## config.mk

```make
export PLATFORM = sky130hd
export DESIGN_NAME = sialu_div_stage
export DESIGN_NICKNAME = d
export VERILOG_FILES = /design/src/hdl/sialu_pkg.sv /design/src/hdl/sialu_div_stage.sv
export SDC_FILE = /design/constraint.sdc
export NUM_CORES = 1
export LEC_CHECK = 0
export BUFFER_PORTS_ARGS = -buffer_cell sky130_fd_sc_hd__buf_2
export CORE_AREA = 2 2 104 106
export DETAILED_ROUTE_END_ITERATION = 8
export DIE_AREA = 0 0 106 108
export PLACE_DENSITY = 0.79
export SLEW_MARGIN = 20
export SYNTH_ARGS = -nofsm -noshare
export SYNTH_HDL_FRONTEND = slang
export SYNTH_SLANG_ARGS = --single-unit
export TNS_END_PERCENT = 50
```

## constraint.sdc

```tcl
create_clock -name vclk -period 7.15
set_input_delay 0.3575 -clock vclk [all_inputs]
set_output_delay 0.3575 -clock vclk [all_outputs]
set_load 0.02 [all_outputs]
```

## src/hdl/sialu_pkg.sv

```systemverilog
// Shared types and codes for the signed integer ALU.
package sialu_pkg;

  localparam int unsigned DataWidth = 32;
  localparam int unsigned DivBitsPerStage = 2;
  localparam int unsigned DivStages = DataWidth / DivBitsPerStage;

  localparam logic [2:0] ModeAdd = 3'd0;
  localparam logic [2:0] ModeSub = 3'd1;
  localparam logic [2:0] ModeMul = 3'd2;
  localparam logic [2:0] ModeDiv = 3'd3;
  localparam logic [2:0] ModeRem = 3'd4;

  localparam logic [1:0] StatOk      = 2'd0;
  localparam logic [1:0] StatDivZero = 2'd1;
  localparam logic [1:0] StatModZero = 2'd2;
  localparam logic [1:0] StatBadOp   = 2'd3;

  typedef struct packed {
    logic [2:0]         mode;
    logic signed [31:0] operand_a;
    logic signed [31:0] operand_b;
  } in_word_t;

  typedef struct packed {
    logic signed [31:0] result;
    logic [1:0]         status;
  } out_word_t;

  // Per-item control carried down the pipe beside the datapath.
  typedef struct packed {
    logic [1:0]  status;
    logic        sel_div;   // selects the quotient
    logic        sel_rem;
    logic        neg_q;
    logic        neg_r;
    logic [31:0] fast;      // add / sub / mul or zero
  } ctl_t;

  // Divider work state: partial remainder, dividend/quotient shift word, divisor.
  typedef struct packed {
    logic [32:0] rem;
    logic [31:0] quo;
    logic [31:0] dvs;
  } div_t;

endpackage

```

## src/hdl/sialu_div_stage.sv

```systemverilog
// One pipeline stage of the unsigned restoring divider: DivBitsPerStage quotient bits.
module sialu_div_stage (
  input  sialu_pkg::div_t din,
  output sialu_pkg::div_t dout
);
  sialu_pkg::div_t s;
  logic [32:0] t;

  always_comb begin
    s = din;
    t = '0;
    for (int k = 0; k < sialu_pkg::DivBitsPerStage; k++) begin
      t = {s.rem[31:0], s.quo[31]} - {1'b0, s.dvs};
      if (!t[32]) begin
        s.rem = t;
        s.quo = {s.quo[30:0], 1'b1};
      end else begin
        s.rem = {s.rem[31:0], s.quo[31]};
        s.quo = {s.quo[30:0], 1'b0};
      end
    end
    dout = s;
  end
endmodule

```

* After elaboration in Yosys (flattened, before gate mapping)
Index checks and enable logic that the tools add are counted. W data, S select, Z words.
Storage, ports and cells: output and inout port bits 97, input port bits 97, register bits 0
Operators by class: add/subtract/negate cells 2, mux-type cells 2
Operator list (number):
- $sub A33 B32 Y33 | 2
- $mux W65 | 1
- $mux W64 | 1

* Logic depth before layout (Yosys ltp)
Gate-level depths: netlist (run 1).
word-level depth 4, depth in mapped cells 32

* Worst setup path after synthesis (run 1)
No wires, ideal clock.
path kind input-to-output, start point input port din[63] in the netlist's numbering, end point output port dout[70] in the netlist's numbering, stages on the path 28, setup slack 125 ps, path buffers 4, arrival time 6667 ps, cell sequence inv_1 > ha_1 > inv_1 > fa_1 > a211oi_2 > o21a_1 > nor3_1 > o211a_1 > and3_1 > or2_1 > o311a_1 > buf_6 > buf_6 > mux2_4 > ha_1 > nor2b_1 > o31a_1 > o211ai_1 > a2111oi_0 > a211oi_1 > o21ai_1 > a21o_1 > a2111oi_0 > nor2_1 > ha_1 > clkbuf_1 > clkbuf_1 > mux2_2
RTL lines:
- from (decl) | RTL line sialu_div_stage.sv:3 | input sialu_pkg::div_t din,
- to (decl) | RTL line sialu_div_stage.sv:4 | output sialu_pkg::div_t dout

==> flow_summary.json, run 1 <==
{
  "synth_simple_gate_area_share_pct": 14.8,
  "wirelength_mm": 12.4,
  "overflow": 0,
  "synth_area_um2": 4700,
  "worst-path-buf-inv": 8,
  "arrival_ps": 6520,
  "ir_drop_mv": 0.128,
  "synth_area_leader_cell": "ha_1",
  "dieHeight_um": 108,
  "grt_usage_pct": 19.7,
  "first_pass_iters": 4,
  "clock_buffers": 0,
  "antenna_found_initial": 0,
  "hold_violations": 0,
  "drt_iter0_drc": 180,
  "p_leak_nw": 2.78,
  "fmax_mhz": 145,
  "worstHoldPathType": "input pin to output port",
  "ant_nets": 0,
  "gp_congestion": 0.908,
  "num_rows": 37,
  "worst_path_most_repeated_cell": "buf_4",
  "final.min_clock_period_ps": 6880,
  "synth-xor-area-share_pct": 8.57,
  "yosysMostFrequentCell": "ha_1",
  "cts_hold_buffers": 0,
  "cp-end-kind": "output port",
  "power_mw": 1.37,
  "synth.distinct_cells": 64,
  "fin_nets": 911,
  "synth_top_family_by_area": "compound AO/OA/AOI/OAI gates",
  "setup_viol": 0,
  "slew_viol_final": 0,
  "fin_cells": 881,
  "status": "finished, final reports clean",
  "antenna_cells": 0,
  "setup_ws_ps": 272,
  "design.die.area_um2": 11400,
  "synth.yosys.seq_area_share_pct": 0,
  "grt_max_degree": 19,
  "io_buffers": 133,
  "num_vias": 4859,
  "crit_path_max_incr_delay_ps": 390,
  "seq_area_um2": 0,
  "hold_ws_ps": 715,
  "grt_pass1_wl_mm": 19.5,
  "crit_required_ps": 6790,
  "worst_slew_pin_slew_ps": 928,
  "yosysWarnings": 0,
  "post_drt_wl_per_cell_um": 14.1,
  "start_kind": "input pin",
  "synth_compound_area_share_pct": 30.4,
  "criticalPathCategory": "input pin to output port",
  "synth_common_cells": "65 x ha_1, 62 x buf_4, 53 x inv_1, 52 x a21oi_1, 44 x mux2_2",
  "start_util_pct": 46.0,
  "max-slew-margin-rel_pct": 37.3,
  "p_per_area_nw_per_um2": 251,
  "synthAdderAreaFrac_pct": 18.1,
  "dpl_worst_slack_ps": -227,
  "io_pins": 194,
  "syn_to_final_growth_pct": 16.2,
  "path_max_fanout": 9,
  "place_hpwl_mm": 10.5,
  "die_w_um": 106,
  "vias_per_cell": 5.52,
  "syn-num-nets": 810,
  "crit_family": "compound AO/OA/AOI/OAI gates",
  "synth_mux_area_share_pct": 12.2,
  "drv_cap": 0,
  "seq_cell_count": 0,
  "core_area_um2": 10200,
  "crit_path_top_delay_cell": "fa_2",
  "finalCritPeriodShare_pct": 96.2,
  "fin_util_pct": 53.4,
  "drive_gt1_share_pct": 32.8,
  "syn_inst": 646,
  "grt_pass1_vias": 4415,
  "dp.cells": 873,
  "synth_top_area_share_pct": 17.3,
  "drc_errors": 0,
  "syn_area_per_cell_um2": 7.28,
  "yosys-top-cells-area": "ha_1 17%, mux2_2 11%, buf_4 9.9%"
}
layout by cell type, fill, tap and decap left out, types with 8 or more instances in the layout:
cell,count
a211oi_1,10
nor2b_1,11
buf_4,42
ha_1,64
and3_1,9
a21o_1,26
inv_1,53
nor3_1,9
nor2_1,30
o21a_1,18
o31ai_1,8
xnor2_1,34
mux2_2,44
xor2_1,12
buf_2,130
nand2b_1,8
o21bai_1,8
o21ai_0,37
nand2_1,36
a21oi_1,52
worst paths after layout:
kind                start  endpoint  slack (ps)  depth (start not counted)
setup / recovery  din[63]  dout[89]         270                         30
hold / removal    din[41]  dout[43]         720                          0
report_power, final:
| group | internal (mW) | switching, mW | leakage [nW] | total [mW] |
|---|---|---|---|---|
| combinational | 0.629 | 0.741 | 2.78 | 1.37 |
| clock | 0 | 0 | 0 | 0 |
| sequential | 0 | 0 | 0 | 0 |
| total | 0.629 | 0.741 | 2.78 | 1.37 |
cell families after synthesis:
group	count (synthesis)
AOI/OAI and AO/OA	213
buffers and inverters	131
adders and majority gates	67
xor gates and xnor gates	46
and+or+nand+nor	138
muxes	51
layout make-up:
type / count / area [um^2]
fill: 1046 / 4770
multi-input combinational: 515 / 4040
timing repair buffer: 177 / 1060
inverter: 53 / 199
tap: 136 / 170
what timing repair did:
action / 4_1_cts / 5_1_grt
hold endpoints to repair: 0 / 0
setup endpoints to repair: 28 / 32
setup buffers: 1 / 6
gates resized for setup: 4 / 19
pin swaps: 2 / 13
gates cloned: 0 / 1
metal layers:
layer / part of all wire (%) / track usage, % / up-vias
met1: 46 / 26.0 / 2181
met2: 47 / 36.1 / 148
met4: 1.6 / 3.29 / 0
li1: - / - / 2505
met5: 0 / 0 / -
met3: 5.0 / 1.08 / 25
through the flow:
step           TNS, ps  area, um^2
3_5_place_dp     -2400        5290
2_1_floorplan        0        4700
5_1_grt           -133        5460
4_1_cts              0        5310
3_3_place_gp      -721        5290
6_report             0        5460
Power figures use the tool's default switching activity.
==> run 2, diff against run 1 <==
CELL_PAD_IN_SITES_DETAIL_PLACEMENT = 1   (was default)
CELL_PAD_IN_SITES_GLOBAL_PLACEMENT = 2   (was default)
CORE_AREA = 2 2 143 145   (was 2 2 104 106)
DIE_AREA = 0 0 145 147   (was 0 0 106 108)
PLACE_DENSITY = default   (was 0.79)
PLACE_DENSITY_LB_ADDON = 0.1   (was default)
==> run 2 against run 1 <==
Compared with the run above:
- die area up 86%
- worst setup slack better by 53 ps
- utilization down 24 points
- maximum frequency up 0.77%
- total power up 7.2%
- non-clock buffer count up 31
- routed wire length up 37%
- cell count up 19%
- critical path depth unchanged
- first-iteration DRC count up 2.2%
- cell area up 8.2%
- critical path type unchanged
- largest power group unchanged
- combinational power up 7%
==> flow_summary.json, run 2 (synthesis gave the netlist of run 1 again) <==
{
  "status": "finished, final reports clean",
  "slew_viol_final": 0,
  "setup_tns_ps": 0,
  "arrival_ps": 6470,
  "grt_max_degree": 17,
  "path_max_fanout": 8,
  "worstHoldStart": "din[48]",
  "drive_gt1_share_pct": 36.1,
  "place_area_um2": 5740,
  "hold_violations": 0,
  "io_buffers": 133,
  "drt_iter0_drc": 184,
  "dieHeight_um": 147,
  "syn_to_final_growth_pct": 25.8,
  "worst_slew_pin_slew_ps": 591,
  "p_leak_nw": 2.93,
  "cp-end-kind": "output port",
  "crit_required_ps": 6790,
  "start_kind": "input pin",
  "worstHoldPathType": "input pin to output port",
  "antenna_cells": 0,
  "grt_pass1_wl_mm": 27.3,
  "vias_per_cell": 4.77,
  "ant_nets": 0,
  "first_pass_iters": 4,
  "dpl_worst_slack_ps": -406,
  "final_cell_mix": "133 x buf_2, 69 x buf_4, 63 x ha_1",
  "seq_area_um2": 0,
  "drc_errors": 0,
  "post_drt_wl_per_cell_um": 16.2,
  "setup_viol": 0,
  "finalInstanceArea_um2": 5910,
  "seq_cell_count": 0,
  "wirelength_mm": 16.9,
  "gp_congestion": 0.843,
  "crit_path_max_incr_delay_ps": 410,
  "design.die.area_um2": 21300,
  "criticalPathCategory": "input pin to output port",
  "pwr-share-clk_pct": 0,
  "io_pins": 194,
  "worst-path-buf-inv": 9,
  "max-slew-margin-rel_pct": 60.2,
  "final.min_clock_period_ps": 6830,
  "clock_buffers": 0,
  "p_seq_share_pct": 0,
  "core_area_um2": 19800,
  "grt_pass1_vias": 5289,
  "ir_drop_mv": 0.0808,
  "fmax_mhz": 147,
  "grt_usage_pct": 15.2,
  "overflow": 0,
  "die_w_um": 145,
  "drv_cap": 0,
  "setup_ws_ps": 324,
  "power.internal_mw": 0.667,
  "num_rows": 52,
  "crit_path_top_delay_cell": "fa_2",
  "antenna_found_initial": 0,
  "layout_commonest_cell": "buf_2",
  "power_frac_comb_pct": 100.0,
  "p_sw_share_pct": 54.6,
  "fill_cells": 2485,
  "fin_nets": 942,
  "num_vias": 4986,
  "start_util_pct": 23.7,
  "crit_family": "compound AO/OA/AOI/OAI gates",
  "switching_power_mw": 0.802,
  "crit_start": "din[63]",
  "p_per_area_nw_per_um2": 248,
  "multi_input_area_um2": 4090,
  "place_hpwl_mm": 14.8,
  "finalCritPeriodShare_pct": 95.5
}
[run 2: cell count changes in the layout (fill, tap and decap cells not counted), moves of 2 or more]
cell and change:
a21oi_1 -3, buf_4 +27, a21oi_2 +3, buf_2 +3, ha_4 +2
[run 2: layout make-up]
type | count | area share, %
Multi-Input combinational cell | 515 | 69.1
Timing Repair Buffer | 208 | 21.8
Tap cell | 270 | 5.71
Inverter | 53 | 3.36
[run 2: metrics by stage]
stage	util [%]	hold WS [ps]	std cells	power [mW]
2_1_floorplan	-	828	646	0.944
3_3_place_gp	28.9	715	1043	1.40
3_5_place_dp	28.9	715	1043	1.42
4_1_cts	29.1	715	1043	1.43
5_1_grt	29.8	715	1046	1.61
6_report	29.8	715	1046	1.47
[run 2: worst paths after layout]
| path | to | slack (ps) | cells past startpoint |
|---|---|---|---|
| max | dout[93] | 320 | 30 |
| min | dout[50] | 720 | 0 |
[run 2: power by group through the flow]
stage	registers [mW]	logic, mW	clock network [mW]
3_3_place_gp	0	1.40	0
3_5_place_dp	0	1.42	0
6_report	0	1.47	0
4_1_cts	0	1.43	0
2_1_floorplan	0	0.944	0
5_1_grt	0	1.61	0
[run 2: metal layers]
| layer | part of all wire (%) | routed length (um) | global-route usage [%] |
|---|---|---|---|
| met4 | 0.18 | 31 | 0.396 |
| met3 | 2.9 | 482 | 1.02 |
| met5 | 0 | 0 | 0 |
| met1 | 48 | 8130 | 20.6 |
| met2 | 49 | 8270 | 27.8 |
[run 2: what timing repair did]
item / CTS / global route
setup endpoints to repair: 33 / 32
gates cloned: 0 / 1
pin swaps: 5 / 9
setup buffers: 0 / 2
resized for setup: 9 / 16
hold buffers: 0 / 0
==> run 3, diff against run 2 <==
CORE_AREA = 2 2 102 203   (was 2 2 143 145)
DIE_AREA = 0 0 104 205   (was 0 0 145 147)
==> run 3 against run 2 <==
Compared with the run above:
- cell area is 1.5% higher
- combinational power is 3% higher
- clock-buffer cell count stayed put
- via count is 4.6% higher
- global-route usage is 2.2 points higher
- worst setup slack worse by 31 ps
- non-clock buffer count is 15 higher
- flip-flop and latch count stayed put
==> flow_summary.json, run 3 (synthesis gave the netlist of run 1 again) <==
{
  "start_kind": "input pin",
  "max-slew-margin-rel_pct": 30.5,
  "drt_iter0_drc": 103,
  "place_area_um2": 5840,
  "worst-path-buf-inv": 8,
  "finalCritPeriodShare_pct": 95.9,
  "status": "finished, final reports clean",
  "crit_path_top_delay_cell": "fa_2",
  "fmax_mhz": 146,
  "worst_path_most_repeated_cell": "buf_4",
  "seq_area_um2": 0,
  "final.min_clock_period_ps": 6860,
  "syn_to_final_growth_pct": 27.7,
  "worst_slew_pin_slew_ps": 1030,
  "hold_violations": 0,
  "final_cell_mix": "133 x buf_2, 84 x buf_4, 63 x ha_1",
  "ant_nets": 0,
  "grt_pass1_vias": 5720,
  "first_pass_iters": 4,
  "die_w_um": 104,
  "num_vias": 5213,
  "start_util_pct": 23.8,
  "criticalPathCategory": "input pin to output port",
  "hold_ws_ps": 715,
  "grt_usage_pct": 17.4,
  "p_per_area_nw_per_um2": 253,
  "cp-end-kind": "output port",
  "io_buffers": 133,
  "seq_cell_count": 0,
  "antenna_cells": 0,
  "dieHeight_um": 205,
  "crit_path_max_incr_delay_ps": 360,
  "crit_family": "compound AO/OA/AOI/OAI gates",
  "layout_commonest_cell": "buf_2",
  "path_max_fanout": 10,
  "setup_viol": 0,
  "overflow": 0,
  "post_drt_wl_per_cell_um": 18.1,
  "fin_nets": 957,
  "clock_buffers": 0,
  "place_hpwl_mm": 16.9,
  "power_mw": 1.52,
  "finalInstanceArea_um2": 6000,
  "p_leak_nw": 3.02,
  "core_area_um2": 19700,
  "worstHoldStart": "din[36]",
  "arrival_ps": 6500,
  "drc_errors": 0,
  "crit_required_ps": 6790,
  "drive_gt1_share_pct": 37.0,
  "ir_drop_mv": 0.126,
  "slew_viol_final": 0,
  "drv_cap": 0,
  "vias_per_cell": 4.95,
  "gp_congestion": 0.824,
  "design.die.area_um2": 21300,
  "worstHoldPathType": "input pin to output port",
  "grt_pass1_wl_mm": 29.9,
  "whs_endpoint": "dout[38]",
  "cts_hold_buffers": 0,
  "grt_max_degree": 20,
  "grt_setup_unrepaired": "false",
  "hold_depth": 0,
  "wirelength_mm": 19.1,
  "antenna_found_initial": 0,
  "io_pins": 194,
  "num_rows": 73
}
run 3: per-stage QoR:
| step | std cells | setup WS (ps) | setup TNS, ps | utilization, % |
|---|---|---|---|---|
| global placement | 1048 | -147 | -1060 | 29.6 |
| finish | 1053 | 293 | 0 | 30.4 |
| CTS | 1053 | 5.34 | 0 | 30.1 |
| floorplan | 646 | 125 | 0 | - |
| global route | 1053 | 48.5 | 0 | 30.4 |
| detailed placement | 1048 | -227 | -3810 | 29.6 |
run 3: area by class of cell:
type | instances | area, um^2
Timing Repair Buffer | 223 | 1420
Fill cell | 2513 | 13700
Tap cell | 262 | 328
Multi-Input combinational cell | 515 | 4060
Inverter | 53 | 199
run 3: power breakdown:
group	switching (mW)	total, mW	internal [mW]
sequential	0	0	0
clock	0	0	0
combinational	0.814	1.52	0.705
total	0.814	1.52	0.705
run 3: worst max path at each step:
stage / startpoint / endpoint / slack (ps) / cells after the start
3_3_place_gp: din[63] / dout[67] / -150 / 30
6_report: din[63] / dout[72] / 290 / 30
2_1_floorplan: din[63] / dout[70] / 130 / 28
4_1_cts: din[63] / dout[72] / 5 / 31
5_1_grt: din[63] / dout[70] / 50 / 30
3_5_place_dp: din[63] / dout[67] / -230 / 30
run 3: routing by layer:
layer	wire [um]	GRT usage, %	up-vias
met5	0	0	-
met4	574	3.28	0
met3	541	1.46	16
met2	11600	39.5	127
met1	6370	15.8	2476
li1	-	-	2594
run 3: timing repair:
item	in CTS	in global routing
cloned	1	0
setup endpoints to repair	30	32
pin swaps	4	6
buffers inserted	4	0
resized for setup	10	12
