[config.mk]
export PLATFORM = sky130hd
export DESIGN_NAME = sialu_front
export DESIGN_NICKNAME = d
export VERILOG_FILES = /design/src/hdl/sialu_pkg.sv /design/src/hdl/sialu_front.sv
export SDC_FILE = /design/constraint.sdc
export NUM_CORES = 1
export LEC_CHECK = 0
export ABC_AREA = 1
export BUFFER_PORTS_ARGS = -buffer_cell sky130_fd_sc_hd__buf_2
export CAP_MARGIN = 40
export CORE_ASPECT_RATIO = 1.25
export CORE_UTILIZATION = 30
export DETAILED_ROUTE_END_ITERATION = 10
export GPL_TIMING_DRIVEN = 0
export PLACE_DENSITY = 0.5
export RECOVER_POWER = 50
export SLEW_MARGIN = 20
export SYNTH_ARGS = -nofsm -noshare
export SYNTH_HDL_FRONTEND = slang
export SYNTH_SLANG_ARGS = --single-unit
[constraint.sdc]
create_clock -name vclk -period 14.1
set_clock_uncertainty 0.15 [all_clocks]
set_input_delay 1.41 -clock vclk [all_inputs]
set_output_delay 1.41 -clock vclk [all_outputs]
set_load 0.01 [all_outputs]
[src/hdl/sialu_pkg.sv]
// Shared types and codes for the signed integer ALU.
package sialu_pkg;

  localparam int unsigned DataWidth = 32;
  localparam int unsigned DivBitsPerStage = 2;
  localparam int unsigned DivStages = DataWidth / DivBitsPerStage;

  localparam logic [2:0] ModeAdd = 3'd0;
  localparam logic [2:0] ModeSub = 3'd1;
  localparam logic [2:0] ModeMul = 3'd2;
  localparam logic [2:0] ModeDiv = 3'd3;
  localparam logic [2:0] ModeRem = 3'd4;

  localparam logic [1:0] StatOk      = 2'd0;
  localparam logic [1:0] StatDivZero = 2'd1;
  localparam logic [1:0] StatModZero = 2'd2;
  localparam logic [1:0] StatBadOp   = 2'd3;

  typedef struct packed {
    logic [2:0]         mode;
    logic signed [31:0] operand_a;
    logic signed [31:0] operand_b;
  } in_word_t;

  typedef struct packed {
    logic signed [31:0] result;
    logic [1:0]         status;
  } out_word_t;

  // Per-item control carried down the pipe beside the datapath.
  typedef struct packed {
    logic [1:0]  status;
    logic        sel_div;   // selects the quotient
    logic        sel_rem;
    logic        neg_q;
    logic        neg_r;
    logic [31:0] fast;      // add / sub / mul or zero
  } ctl_t;

  // Divider work state: partial remainder, dividend/quotient shift word, divisor.
  typedef struct packed {
    logic [32:0] rem;
    logic [31:0] quo;
    logic [31:0] dvs;
  } div_t;

endpackage

[src/hdl/sialu_front.sv]
// Input decode: magnitudes, signs, status and the add/sub/mul result.
module sialu_front (
  input  sialu_pkg::in_word_t din,
  output sialu_pkg::ctl_t     ctl,
  output sialu_pkg::div_t     dstart
);
  logic [31:0] mag_a;
  logic [31:0] mag_b;
  logic [31:0] prod;
  logic        bz;

  always_comb begin
    mag_a = din.operand_a[31] ? 32'(-din.operand_a) : din.operand_a;
    mag_b = din.operand_b[31] ? 32'(-din.operand_b) : din.operand_b;
    // only the low word is kept, so a 32x32 product is enough
    prod = din.operand_a * din.operand_b;
    bz = (din.operand_b == 32'sd0);
    ctl = '0;
    ctl.neg_q = din.operand_a[31] ^ din.operand_b[31];
    ctl.neg_r = din.operand_a[31];
    unique case (din.mode)
      sialu_pkg::ModeAdd: ctl.fast = din.operand_a + din.operand_b;
      sialu_pkg::ModeSub: ctl.fast = din.operand_a - din.operand_b;
      sialu_pkg::ModeMul: ctl.fast = prod;
      sialu_pkg::ModeDiv: begin
        ctl.status = bz ? sialu_pkg::StatDivZero : sialu_pkg::StatOk;
        ctl.sel_div = !bz;
      end
      sialu_pkg::ModeRem: begin
        ctl.status = bz ? sialu_pkg::StatModZero : sialu_pkg::StatOk;
        ctl.sel_rem = !bz;
      end
      default: ctl.status = sialu_pkg::StatBadOp;
    endcase
    dstart.rem = '0;
    dstart.quo = mag_a;
    dstart.dvs = mag_b;
  end
endmodule

== Yosys cells after proc, flatten, opt, wreduce, memory -nomap -nowiden ==
Index checks and enable logic that the tools add are counted.
Operators by class
  $add $sub $neg: 4
  multiply operators: 1
  div/mod/pow operators: 0
  magnitude comparators: 0
  eq/ne operators: 4
  shift operators: 0
  mux-type cells: 8
  bitwise logic cells: 1
  reductions and logical operators: 4
Operators with widths (number)
  one-hot mux 32 bit (3 select lines): 1
  two-way mux 32 bit: 2
  negator 32 bit: 2
  adder 32 bit: 1
  logical NOT 32 bit: 1
  multiplier 32 x 32 -> 32 bit: 1
  subtractor 32 bit: 1
  == test 3 x 2 -> 1 bit (second input constant): 2
  one-hot mux 2 bit (3 select lines): 1
  == test 3 x 1 -> 1 bit (second input constant): 1
  == test 3 bit (second input constant): 1
  logical NOT 3 bit: 1
  two-way mux 1 bit: 3
  OR reduction 3 bit: 1
  two-way mux 2 bit: 1
  logical NOT 1 bit: 1
  bitwise XOR 1 bit: 1
Word-level totals
  register bits after elaboration: 0
  bits in latches: 0
  bits in writable memories: 0
  bits in read-only memories: 0
  input bits: 67
  output and inout port bits: 135
  word-level logic and storage cells: 22
  memories kept: 0

== Logic depth before layout (Yosys ltp) ==
Gate-level depths: netlist of the first run.
  word-level depth: 3
  mapped depth: 33
  gate-level depth less buffers: 31

== Worst setup path before layout of the first run ==
OpenSTA, ideal clock, no wires.
  kind: input to output
  start: input din[44] (netlist bit)
  end: output ctl[28] (netlist bit)
  data arrival time: 7584 ps
  path slack: 4956 ps
  stages: 27
  path through: clkbuf_1 -> buf_1 -> nand2_1 -> inv_1 -> fa_1 -> fa_1 -> fa_1 -> inv_1 -> fa_1 -> inv_1 -> fa_1 -> inv_1 -> fa_1 -> inv_1 -> fa_1 -> fa_1 -> ha_1 -> nand2_1 -> nor2_1 -> nor3b_2 -> nand4_1 -> nand3_1 -> a21o_1 -> a21oi_1 -> or2_0 -> nand3_1 -> o21ai_1
RTL lines
  start, declared: line sialu_front.sv:3  | input sialu_pkg::in_word_t din,
  end, declared: line sialu_front.sv:4  | output sialu_pkg::ctl_t ctl,

==> results.md, run 1 <==
- Max Freq: 88.1 MHz
- Largest cells by area after synthesis: fa_1 37%, inv_1 16%, nand2_1 15%, ha_1 11%, o21ai_0 2.8%
- Mapped Avg Cell Area: 6.79 µm²
- Site Rows: between 100 and 150
- Initial antenna violation count: 0
- Antenna Violating Nets Remaining: 0
- Crit path kind: input pin to primary output
- Initial Util: just over 30%
- Pin count of the biggest net entering global routing: 11
- Global placer's final weighted congestion: 0.979
- Register Area: 0 µm²
- Max_slew headroom: -34.5%
- Most common cell on crit path: fa_1
- Status: finished, violations left
- Seq Cell Count: 0
- Setup Fix Bufs, Post-CTS: 0
- Global-route wire length before repair: roughly 140000 µm
- Synth area leader: fa_1
- Critical-path top delay cell: buf_1
- CP startpoint kind: input pin
- HPWL Detailed: slightly above 80000 µm
- Sequential share of the synthesized area: 0%
- Fin crit period: roughly 11 ns
- Slew Limit Fails: 9
- Worst EP arrival: 9.79 ns
- Ports: ~200
- GRT Total Usage: roughly a quarter
- Period Utilization, post-route: around 80%
- CP Max Fanout: 10
- Vias: 20800
- Netlist Area Pre-Place: 22000 µm²
- Gate Count Post-Synth: between 3000 and 4000
- Area taken by multi-input logic gates: approximately 18000 µm²
- Worst Hold Class: input pin to primary output
- Commonest cells in the netlist: 941 x inv_1, 878 x nand2_1, 409 x fa_1
- GRT overflow: 0
- Die Width: between 200 and 250 µm
- Worst path required time: 12.54 ns
- Top-count cell post-synth: inv_1
- First-pass iteration count of the detailed router: 5
- Total wire length: between 90000 and 100000 µm
- Drt initial violations: approximately 1200
- Post-DR vias/cell: about 4.7
- Critical Path Source: din[44]
- P&R area growth vs syn: 10.1%
- Final hold vios: 0
- Worst hold path depth: 4
- Violated checks: max-capacitance violations, max-slew violations
- Setup crit end: ctl[28]
- DR DRC count: 0
- IO buf count: about 150
- Die ar.: 74600 µm²
- Ys Warns: 0
- Drt wl/cell: 21.1 µm
- Post-CTS Resized: 0
- Crit. End Element: primary output
- Core area: between 70000 and 80000 µm²
- Fill cell total of the finished layout: just over 8000
- Number of max-cap violations: 1
- # clk buffers: 0
- Setup TNS: 0 ns
- Final Net Count: 4122
- Worst Tran Pin Value: roughly 2 ns
- Yosys cell types: between 50 and 60
- Vias in the first global route: about 22000
- Hold Buf Count CTS: 0
- Endpoints failing setup: 0
- Synth top area share: between 30% and 40%
- DIE HEIGHT: 305 µm
- RSZ-0062 raised after global routing: false
- Share of cells above drive strength 1: under 10%
- Worst stage delay on the critical path: between 0.5 and 0.6 ns
- Hold Crit Start: din[65]
worst min-delay path by stage:
stage | endpoint | slack, ns
final | ctl[35] | 3.05
after global routing | dstart[31] | 3.05
after CTS | dstart[32] | 3.01
after detailed placement | dstart[32] | 3.01
after global placement | dstart[32] | 3.00
after floorplan | dstart[63] | 2.72
placed cells by master (no fill, tap or decap), types with 10 or more instances in the layout:
master	netlist	layout
buf_2	25	149
ha_1	185	185
buf_6	4	19
fa_1	409	409
nor3_1	19	20
xor2_1	51	51
nor2_1	89	96
nand4_1	20	21
inv_1	941	942
buf_1	27	27
nand3_1	80	81
o21ai_1	14	12
a21oi_1	87	87
nand2_1	878	880
buf_4	38	38
nand3b_1	11	11
conb_1	1	33
a21o_1	10	10
xnor2_1	22	22
o21ai_0	125	127
o31ai_1	10	10
or2_2	11	11
clkbuf_1	95	127
routing by layer:
metal  wire length [µm]  vias up  part of all wire [%]  global-route usage, %
met5                  0        -                     0                      0
met4               6860        0                   7.4                   14.6
met3               3090      171                   3.3                   1.42
met2              48100      598                    52                   47.0
met1              35200    10300                    38                   28.4
li1                   -     9735                     -                      -
critical path, delay by kind of cell:
kind            cells  cell delay (ns)
buf+inv            10             2.09
simple gates        4             0.64
fa+ha+maj           9             4.33
compound gates      6             1.29
metrics by stage:
stage / utilization [%] / setup WS (ns) / cell area [µm²] / hold slack [ns] / instances
after floorplan: - / 4.96 / 22200 / 2.72 / 3281
after global placement: 33.3 / 2.70 / 24100 / 3.00 / 4387
after detailed placement: 33.7 / 2.85 / 24400 / 3.01 / 4410
after CTS: 33.7 / 2.84 / 24400 / 3.01 / 4410
after global routing: 33.5 / 2.56 / 24300 / 3.05 / 4411
final: 33.5 / 2.75 / 24300 / 3.05 / 4412
area by class of cell:
type	count	share of cell area, %
Timing Repair Buffer	178	4.10
Antenna cell	1	0.0103
Tap cell	952	4.91
Buffer	190	3.78
Inverter	951	14.7
Multi-Input combinational cell	2140	72.5
cells by family (layout without fill, tap and decap cells):
| family | count (synthesis) | after routing | share of synthesized area (%) |
|---|---|---|---|
| simple gates | 1158 | 1158 | 22.0 |
| buf+inv | 1141 | 1319 | 20.4 |
| fa+ha+maj | 594 | 594 | 47.6 |
| compound gates | 282 | 282 | 7.07 |
| xor+xnor | 73 | 73 | 2.90 |
| other cells | 1 | 34 | 0.0170 |
==> run 2, diff against run 1 <==
--- a/config.mk
+++ b/config.mk
@@ -5,14 +5,14 @@
 export SDC_FILE = /design/constraint.sdc
 export NUM_CORES = 1
 export LEC_CHECK = 0
-export ABC_AREA = 1
+export ABC_AREA = 0
 export BUFFER_PORTS_ARGS = -buffer_cell sky130_fd_sc_hd__buf_2
 export CAP_MARGIN = 40
 export CORE_ASPECT_RATIO = 1.25
 export CORE_UTILIZATION = 30
 export DETAILED_ROUTE_END_ITERATION = 10
 export GPL_TIMING_DRIVEN = 0
-export PLACE_DENSITY = 0.5
+export PLACE_DENSITY = 0.52
 export RECOVER_POWER = 50
 export SLEW_MARGIN = 20
 export SYNTH_ARGS = -nofsm -noshare
==> constraint.sdc (replaced) <==
create_clock -name vclk -period 9.25
set_clock_uncertainty 0.15 [all_clocks]
set_input_delay 0.925 -clock vclk [all_inputs]
set_output_delay 0.925 -clock vclk [all_outputs]
set_load 0.01 [all_outputs]
==> results.md, run 2 <==
- Status: finished, violations left
- Violated checks: design-rule violations
- Ys Warns: 0 (unchanged)
- CP Max Fanout: 10 (unchanged)
- Yosys cell types: 64 (+14%)
- Mapped Avg Cell Area: 8.49 µm² (+25%)
- Crit path kind: input pin to primary output
- CP startpoint kind: input pin
- Fin crit period: ~9.2 ns
- P&R area growth vs syn: 13.2%
- Global placer's final weighted congestion: 0.967 (-1.1%)
- Antenna Violating Nets Remaining: 0 (unchanged)
- Global-route wire length before repair: 122000 µm (-12%)
- Pin count of the biggest net entering global routing: 21 (+10)
- Slew Limit Fails: 0 (-9)
- GRT Total Usage: 24.8% (-0.50 points)
- Vias in the first global route: 18600 (-15%)
- HPWL Detailed: 72000 µm (-12%)
- Vias: 17200 (-17%)
- Fill cell total of the finished layout: 7040 (-15%)
- Max_slew headroom: 39.1% (+74 points)
- Share of cells above drive strength 1: 11.9% (+4.3 points)
- Final instance area: 22800 µm² (-6.2%)
- Top layer reached by signal wires: met5
- Worst EP arrival: 8.09 ns (-1.70 ns)
- WHS: 2.06 ns (-0.989 ns)
- Synth top area share: 40.7% (+3.6 points)
- Worst hold path depth: 3 (-1)
- Gate Count Post-Synth: 2370 (-27%)
- DIE HEIGHT: 292 µm (-4.4%)
- Seq Cell Count: 0 (unchanged)
- Dpl ws: -1.53 ns (-4.39 ns)
- Initial Util: 30.5% (+0.048 points)
- GRT overflow: 0 (unchanged)
- Most frequent cells in the layout: 429 x inv_1, 404 x fa_1, 359 x and2_1
- Post-DR vias/cell: 5.03 (+6.7%)
- Endpoints failing setup: 0 (unchanged)
- Site Rows: 105 (-4.5%)
- Post-DP Area: 22400 µm² (-8.3%)
- Initial antenna violation count: 10 (+10)
- Top-count cell post-synth: inv_1
- Worst Hold Class: input pin to primary output
- Drt wl/cell: 24.4 µm (+15%)
- IO buf count: 155 (+0.65%)
- Total wire length: 83400 µm (-11%)
- WL met1: 31500 µm (-10%)
- Max Freq: 109 MHz
- Sequential share of the synthesized area: 0% (unchanged)
- First-pass iteration count of the detailed router: 8 (+3)
- Core area: 66000 µm² (-8.9%)
- Register Area: 0 µm² (unchanged)
- # clk buffers: 0 (unchanged)
- Worst path required time: 8.18 ns (-4.36 ns)
- Final Net Count: 3224 (-22%)
- Die Width: 234 µm (-4.4%)
- Commonest cells in the netlist: 429 x inv_1, 409 x fa_1, 359 x and2_1
- Drt initial violations: 1185 (-2.5%)
- Period Utilization, post-route: approximately 100%
- Final Worst Setup Slack: 0.0826 ns (-2.67 ns)
- Commonest non-fill, non-tap cell in the layout: inv_1
- Largest cells by area after synthesis: fa_1 41%, ha_1 12%, and2_1 11%, inv_1 8.0%, xnor2_1 5.9%
- Metal2 WL: 40800 µm (-15%)
- Area taken by multi-input logic gates: 18000 µm² (+2.3%)
- Number of max-cap violations: 0 (-1)
- RSZ-0062 raised after global routing: true
- Ports: 202 (unchanged)
- Die ar.: 68100 µm² (-8.7%)
- Hold Buf Count CTS: 0 (unchanged)
- Worst Tran Pin Value: 0.906 ns (-1.09 ns)
- Synth area leader: fa_1
- DR DRC count: 12 (+12)
- Crit. End Element: primary output
- Met3 wire length: 5000 µm (+62%)
- Netlist Area Pre-Place: 20100 µm² (-8.8%)
- Final hold vios: 0 (unchanged)
## run 2: cells by family after synthesis
group                      synth area share, %
and+or+nand+nor                           20.0
buffers and inverters                     12.0
adders and majority gates                 52.2
AOI/OAI and AO/OA                         6.97
xor gates and xnor gates                  8.75
muxes                                   0.0995
other                                   0.0186
## run 2: cell type report
type                       count  share of cell area, %
buffer                       150                   4.46
multi-input combinational   1799                   79.1
timing repair buffer         183                   4.67
antenna                        2                 0.0220
inverter                     429                   7.07
tap                          856                   4.71
## run 2: path summary, 6_finish.rpt
kind                     from         end  slack [ns]
worst max-delay path  din[11]     ctl[31]        0.08
worst min-delay path  din[31]  dstart[31]        2.06
## run 2: stage by stage
step	cells	utilization (%)	TNS [ns]
after detailed placement	3438	33.9	-14.81
after CTS	3419	34.3	0
after global placement	3413	33.5	-16.84
after floorplan	2402	-	0
after global routing	3418	34.5	-0.0385
final	3419	34.5	0
## run 2: critical path, cell delays in order
cell and delay, ns:
buf_2 0.28, clkbuf_4 0.35, and2_1 0.20, fa_1 0.42
fa_1 0.57, inv_1 0.09, fa_1 0.50, fa_1 0.52
inv_1 0.06, fa_1 0.57, fa_1 0.43, fa_1 0.49
fa_1 0.54, ha_2 0.30, a21o_1 0.20, a21oi_4 0.22
and3b_1 0.18, o311ai_1 0.11, buf_2 0.19, a31o_2 0.24
a21oi_2 0.17, xnor2_1 0.18, o22ai_1 0.14, buf_2 0.20
## run 2: what timing repair did
action	CTS	global route
endpoints found under the setup margin	19	10
pin swaps	2	14
gates resized for setup	134	111
setup buffers	2	1
## run 2: per-layer routing
metal / vias up / track usage [%]
met1: 8830 / 30.2
met3: 212 / 2.70
met2: 682 / 42.2
met5: - / 0
met4: 2 / 14.1
li1: 7477 / -
Power of run 2 is left out: the tool's default activity adds up to more than one toggle a clock period on the data nets, which glitch-free logic cannot reach.
==> run 3, diff against run 2 <==
--- a/config.mk
+++ b/config.mk
@@ -13,7 +13,6 @@
 export DETAILED_ROUTE_END_ITERATION = 10
 export GPL_TIMING_DRIVEN = 0
 export PLACE_DENSITY = 0.52
-export RECOVER_POWER = 50
 export SLEW_MARGIN = 20
 export SYNTH_ARGS = -nofsm -noshare
 export SYNTH_HDL_FRONTEND = slang
==> results.md, run 3 (same netlist as run 2, synthesis figures left out) <==
- Status: finished, violations left
- Violated checks: design-rule violations
- Worst EP arrival: 8.10 ns (about the same)
- Post-DR vias/cell: 5.06 (+0.66%)
- Crit path kind: input pin to primary output
- Drt wl/cell: 24.4 µm (about the same)
- Worst stage delay on the critical path: 0.57 ns (about the same)
- Final hold vios: 0 (unchanged)
- Die Width: 234 µm (unchanged)
- Critical-path top delay cell: fa_1
- Drt initial violations: 1180 (-0.42%)
- Top layer reached by signal wires: met5
- # clk buffers: 0 (unchanged)
- CP cell instances: buf_2, clkbuf_4, and2_1, fa_1, fa_1, inv_1, fa_1, fa_1, inv_1, fa_1, fa_1, fa_1, fa_1, ha_2, a21o_1, a21oi_4, and3b_1, o311ai_1, buf_2, a31o_2, a21oi_2, xnor2_1, o22ai_1, buf_2
- Most frequent cells in the layout: 429 x inv_1, 404 x fa_1, 359 x and2_1
- P&R area growth vs syn: 13.5%
- Core area: 66000 µm² (unchanged)
- HPWL Detailed: 72000 µm (unchanged)
- Site Rows: 105 (unchanged)
- Vias in the first global route: 18600 (unchanged)
- Most common cell on crit path: fa_1
- Global placer's final weighted congestion: 0.967 (unchanged)
- GRT Total Usage: 24.8% (unchanged)
- Metal2 WL: 40800 µm (+0.18%)
- WHS: 2.06 ns (+0.000340 ns)
- WL met1: 31400 µm (-0.21%)
- First-pass iteration count of the detailed router: 8 (unchanged)
- Max Freq: 109 MHz (about the same)
- CP Max Fanout: 10 (unchanged)
- Register Area: 0 µm² (unchanged)
- Crit. End Element: primary output
- RSZ-0062 raised after global routing: true
- Period Utilization, post-route: 99.2% (about the same)
- Pin count of the biggest net entering global routing: 21 (unchanged)
- Post-Route Utilization: 34.6% (+0.095 points)
- Met3 wire length: 5000 µm (about the same)
- Ports: 202 (unchanged)
- Setup TNS: 0 ns (unchanged)
- Antenna Violating Nets Remaining: 0 (unchanged)
- Seq Cell Count: 0 (unchanged)
- Global-route wire length before repair: 122000 µm (unchanged)
- GRT overflow: 0 (unchanged)
- Endpoints failing setup: 0 (unchanged)
- CP startpoint kind: input pin
- DIE HEIGHT: 292 µm (unchanged)
- Initial Util: 30.5% (unchanged)
- Slew Limit Fails: 0 (unchanged)
- IO buf count: 155 (unchanged)
- Worst Hold Class: input pin to primary output
- DR DRC count: 12 (unchanged)
- Worst hold path depth: 3 (unchanged)
- Worst Tran Pin Value: 0.891 ns (-0.0149 ns)
- Share of cells above drive strength 1: 13.7% (+1.8 points)
- Total wire length: 83300 µm (about the same)
- Die ar.: 68100 µm² (unchanged)
- Fin crit period: 9.17 ns (+0.00704 ns)
- Commonest non-fill, non-tap cell in the layout: inv_1
- Worst path required time: 8.18 ns (about the same)
- Final Net Count: 3224 (unchanged)
- Hold Buf Count CTS: 0 (unchanged)
- Vias: 17300 (+0.66%)
- Max_slew headroom: 40.1% (+1.0 points)
- Number of max-cap violations: 0 (unchanged)
- Initial antenna violation count: 13 (+3)
## run 3: changes by cell type in the layout (fill, tap and decap cells not counted), sizes merged
cell	delta
clkbuf	-46
buf	+46
## run 3: through the flow
step	setup WS [ns]	std cells	area (µm²)
3_3_place_gp	-1.55	3413	22100
2_1_floorplan	0.846	2402	20200
3_5_place_dp	-1.53	3438	22400
6_report	0.0756	3419	22800
5_1_grt	-0.0385	3418	22800
4_1_cts	0.0116	3419	22600
## run 3: area by class of cell
class | instances | area [µm²]
antenna | 2 | 5.00
buffer | 150 | 1020
fill | 7024 | 43100
inverter | 429 | 1610
multi-input combinational | 1799 | 18000
tap | 856 | 1070
timing repair buffer | 183 | 1120
## run 3: worst paths after layout
check / startpoint / endpoint / slack (ns)
min: din[31] / dstart[31] / 2.06
max: din[11] / ctl[31] / 0.08
## run 3: metal layers
layer,up-vias,GRT usage (%)
met2,704,42.2
met1,8916,30.2
met5,-,0
met4,2,14.1
met3,211,2.70
li1,7483,-
## run 3: worst max-delay path: cells and delay by family
kind | cells | cell delay, ns
compound gates | 6 | 1.09
xor+xnor | 1 | 0.18
fa+ha+maj | 9 | 4.34
buf+inv | 6 | 1.14
simple gates | 2 | 0.39
## run 3: what timing repair did
item	CTS	global route
gates resized for setup	134	111
setup endpoints to repair	19	10
pin swaps	2	14
buffers inserted	2	1
Power of run 3 is left out for the same reason.
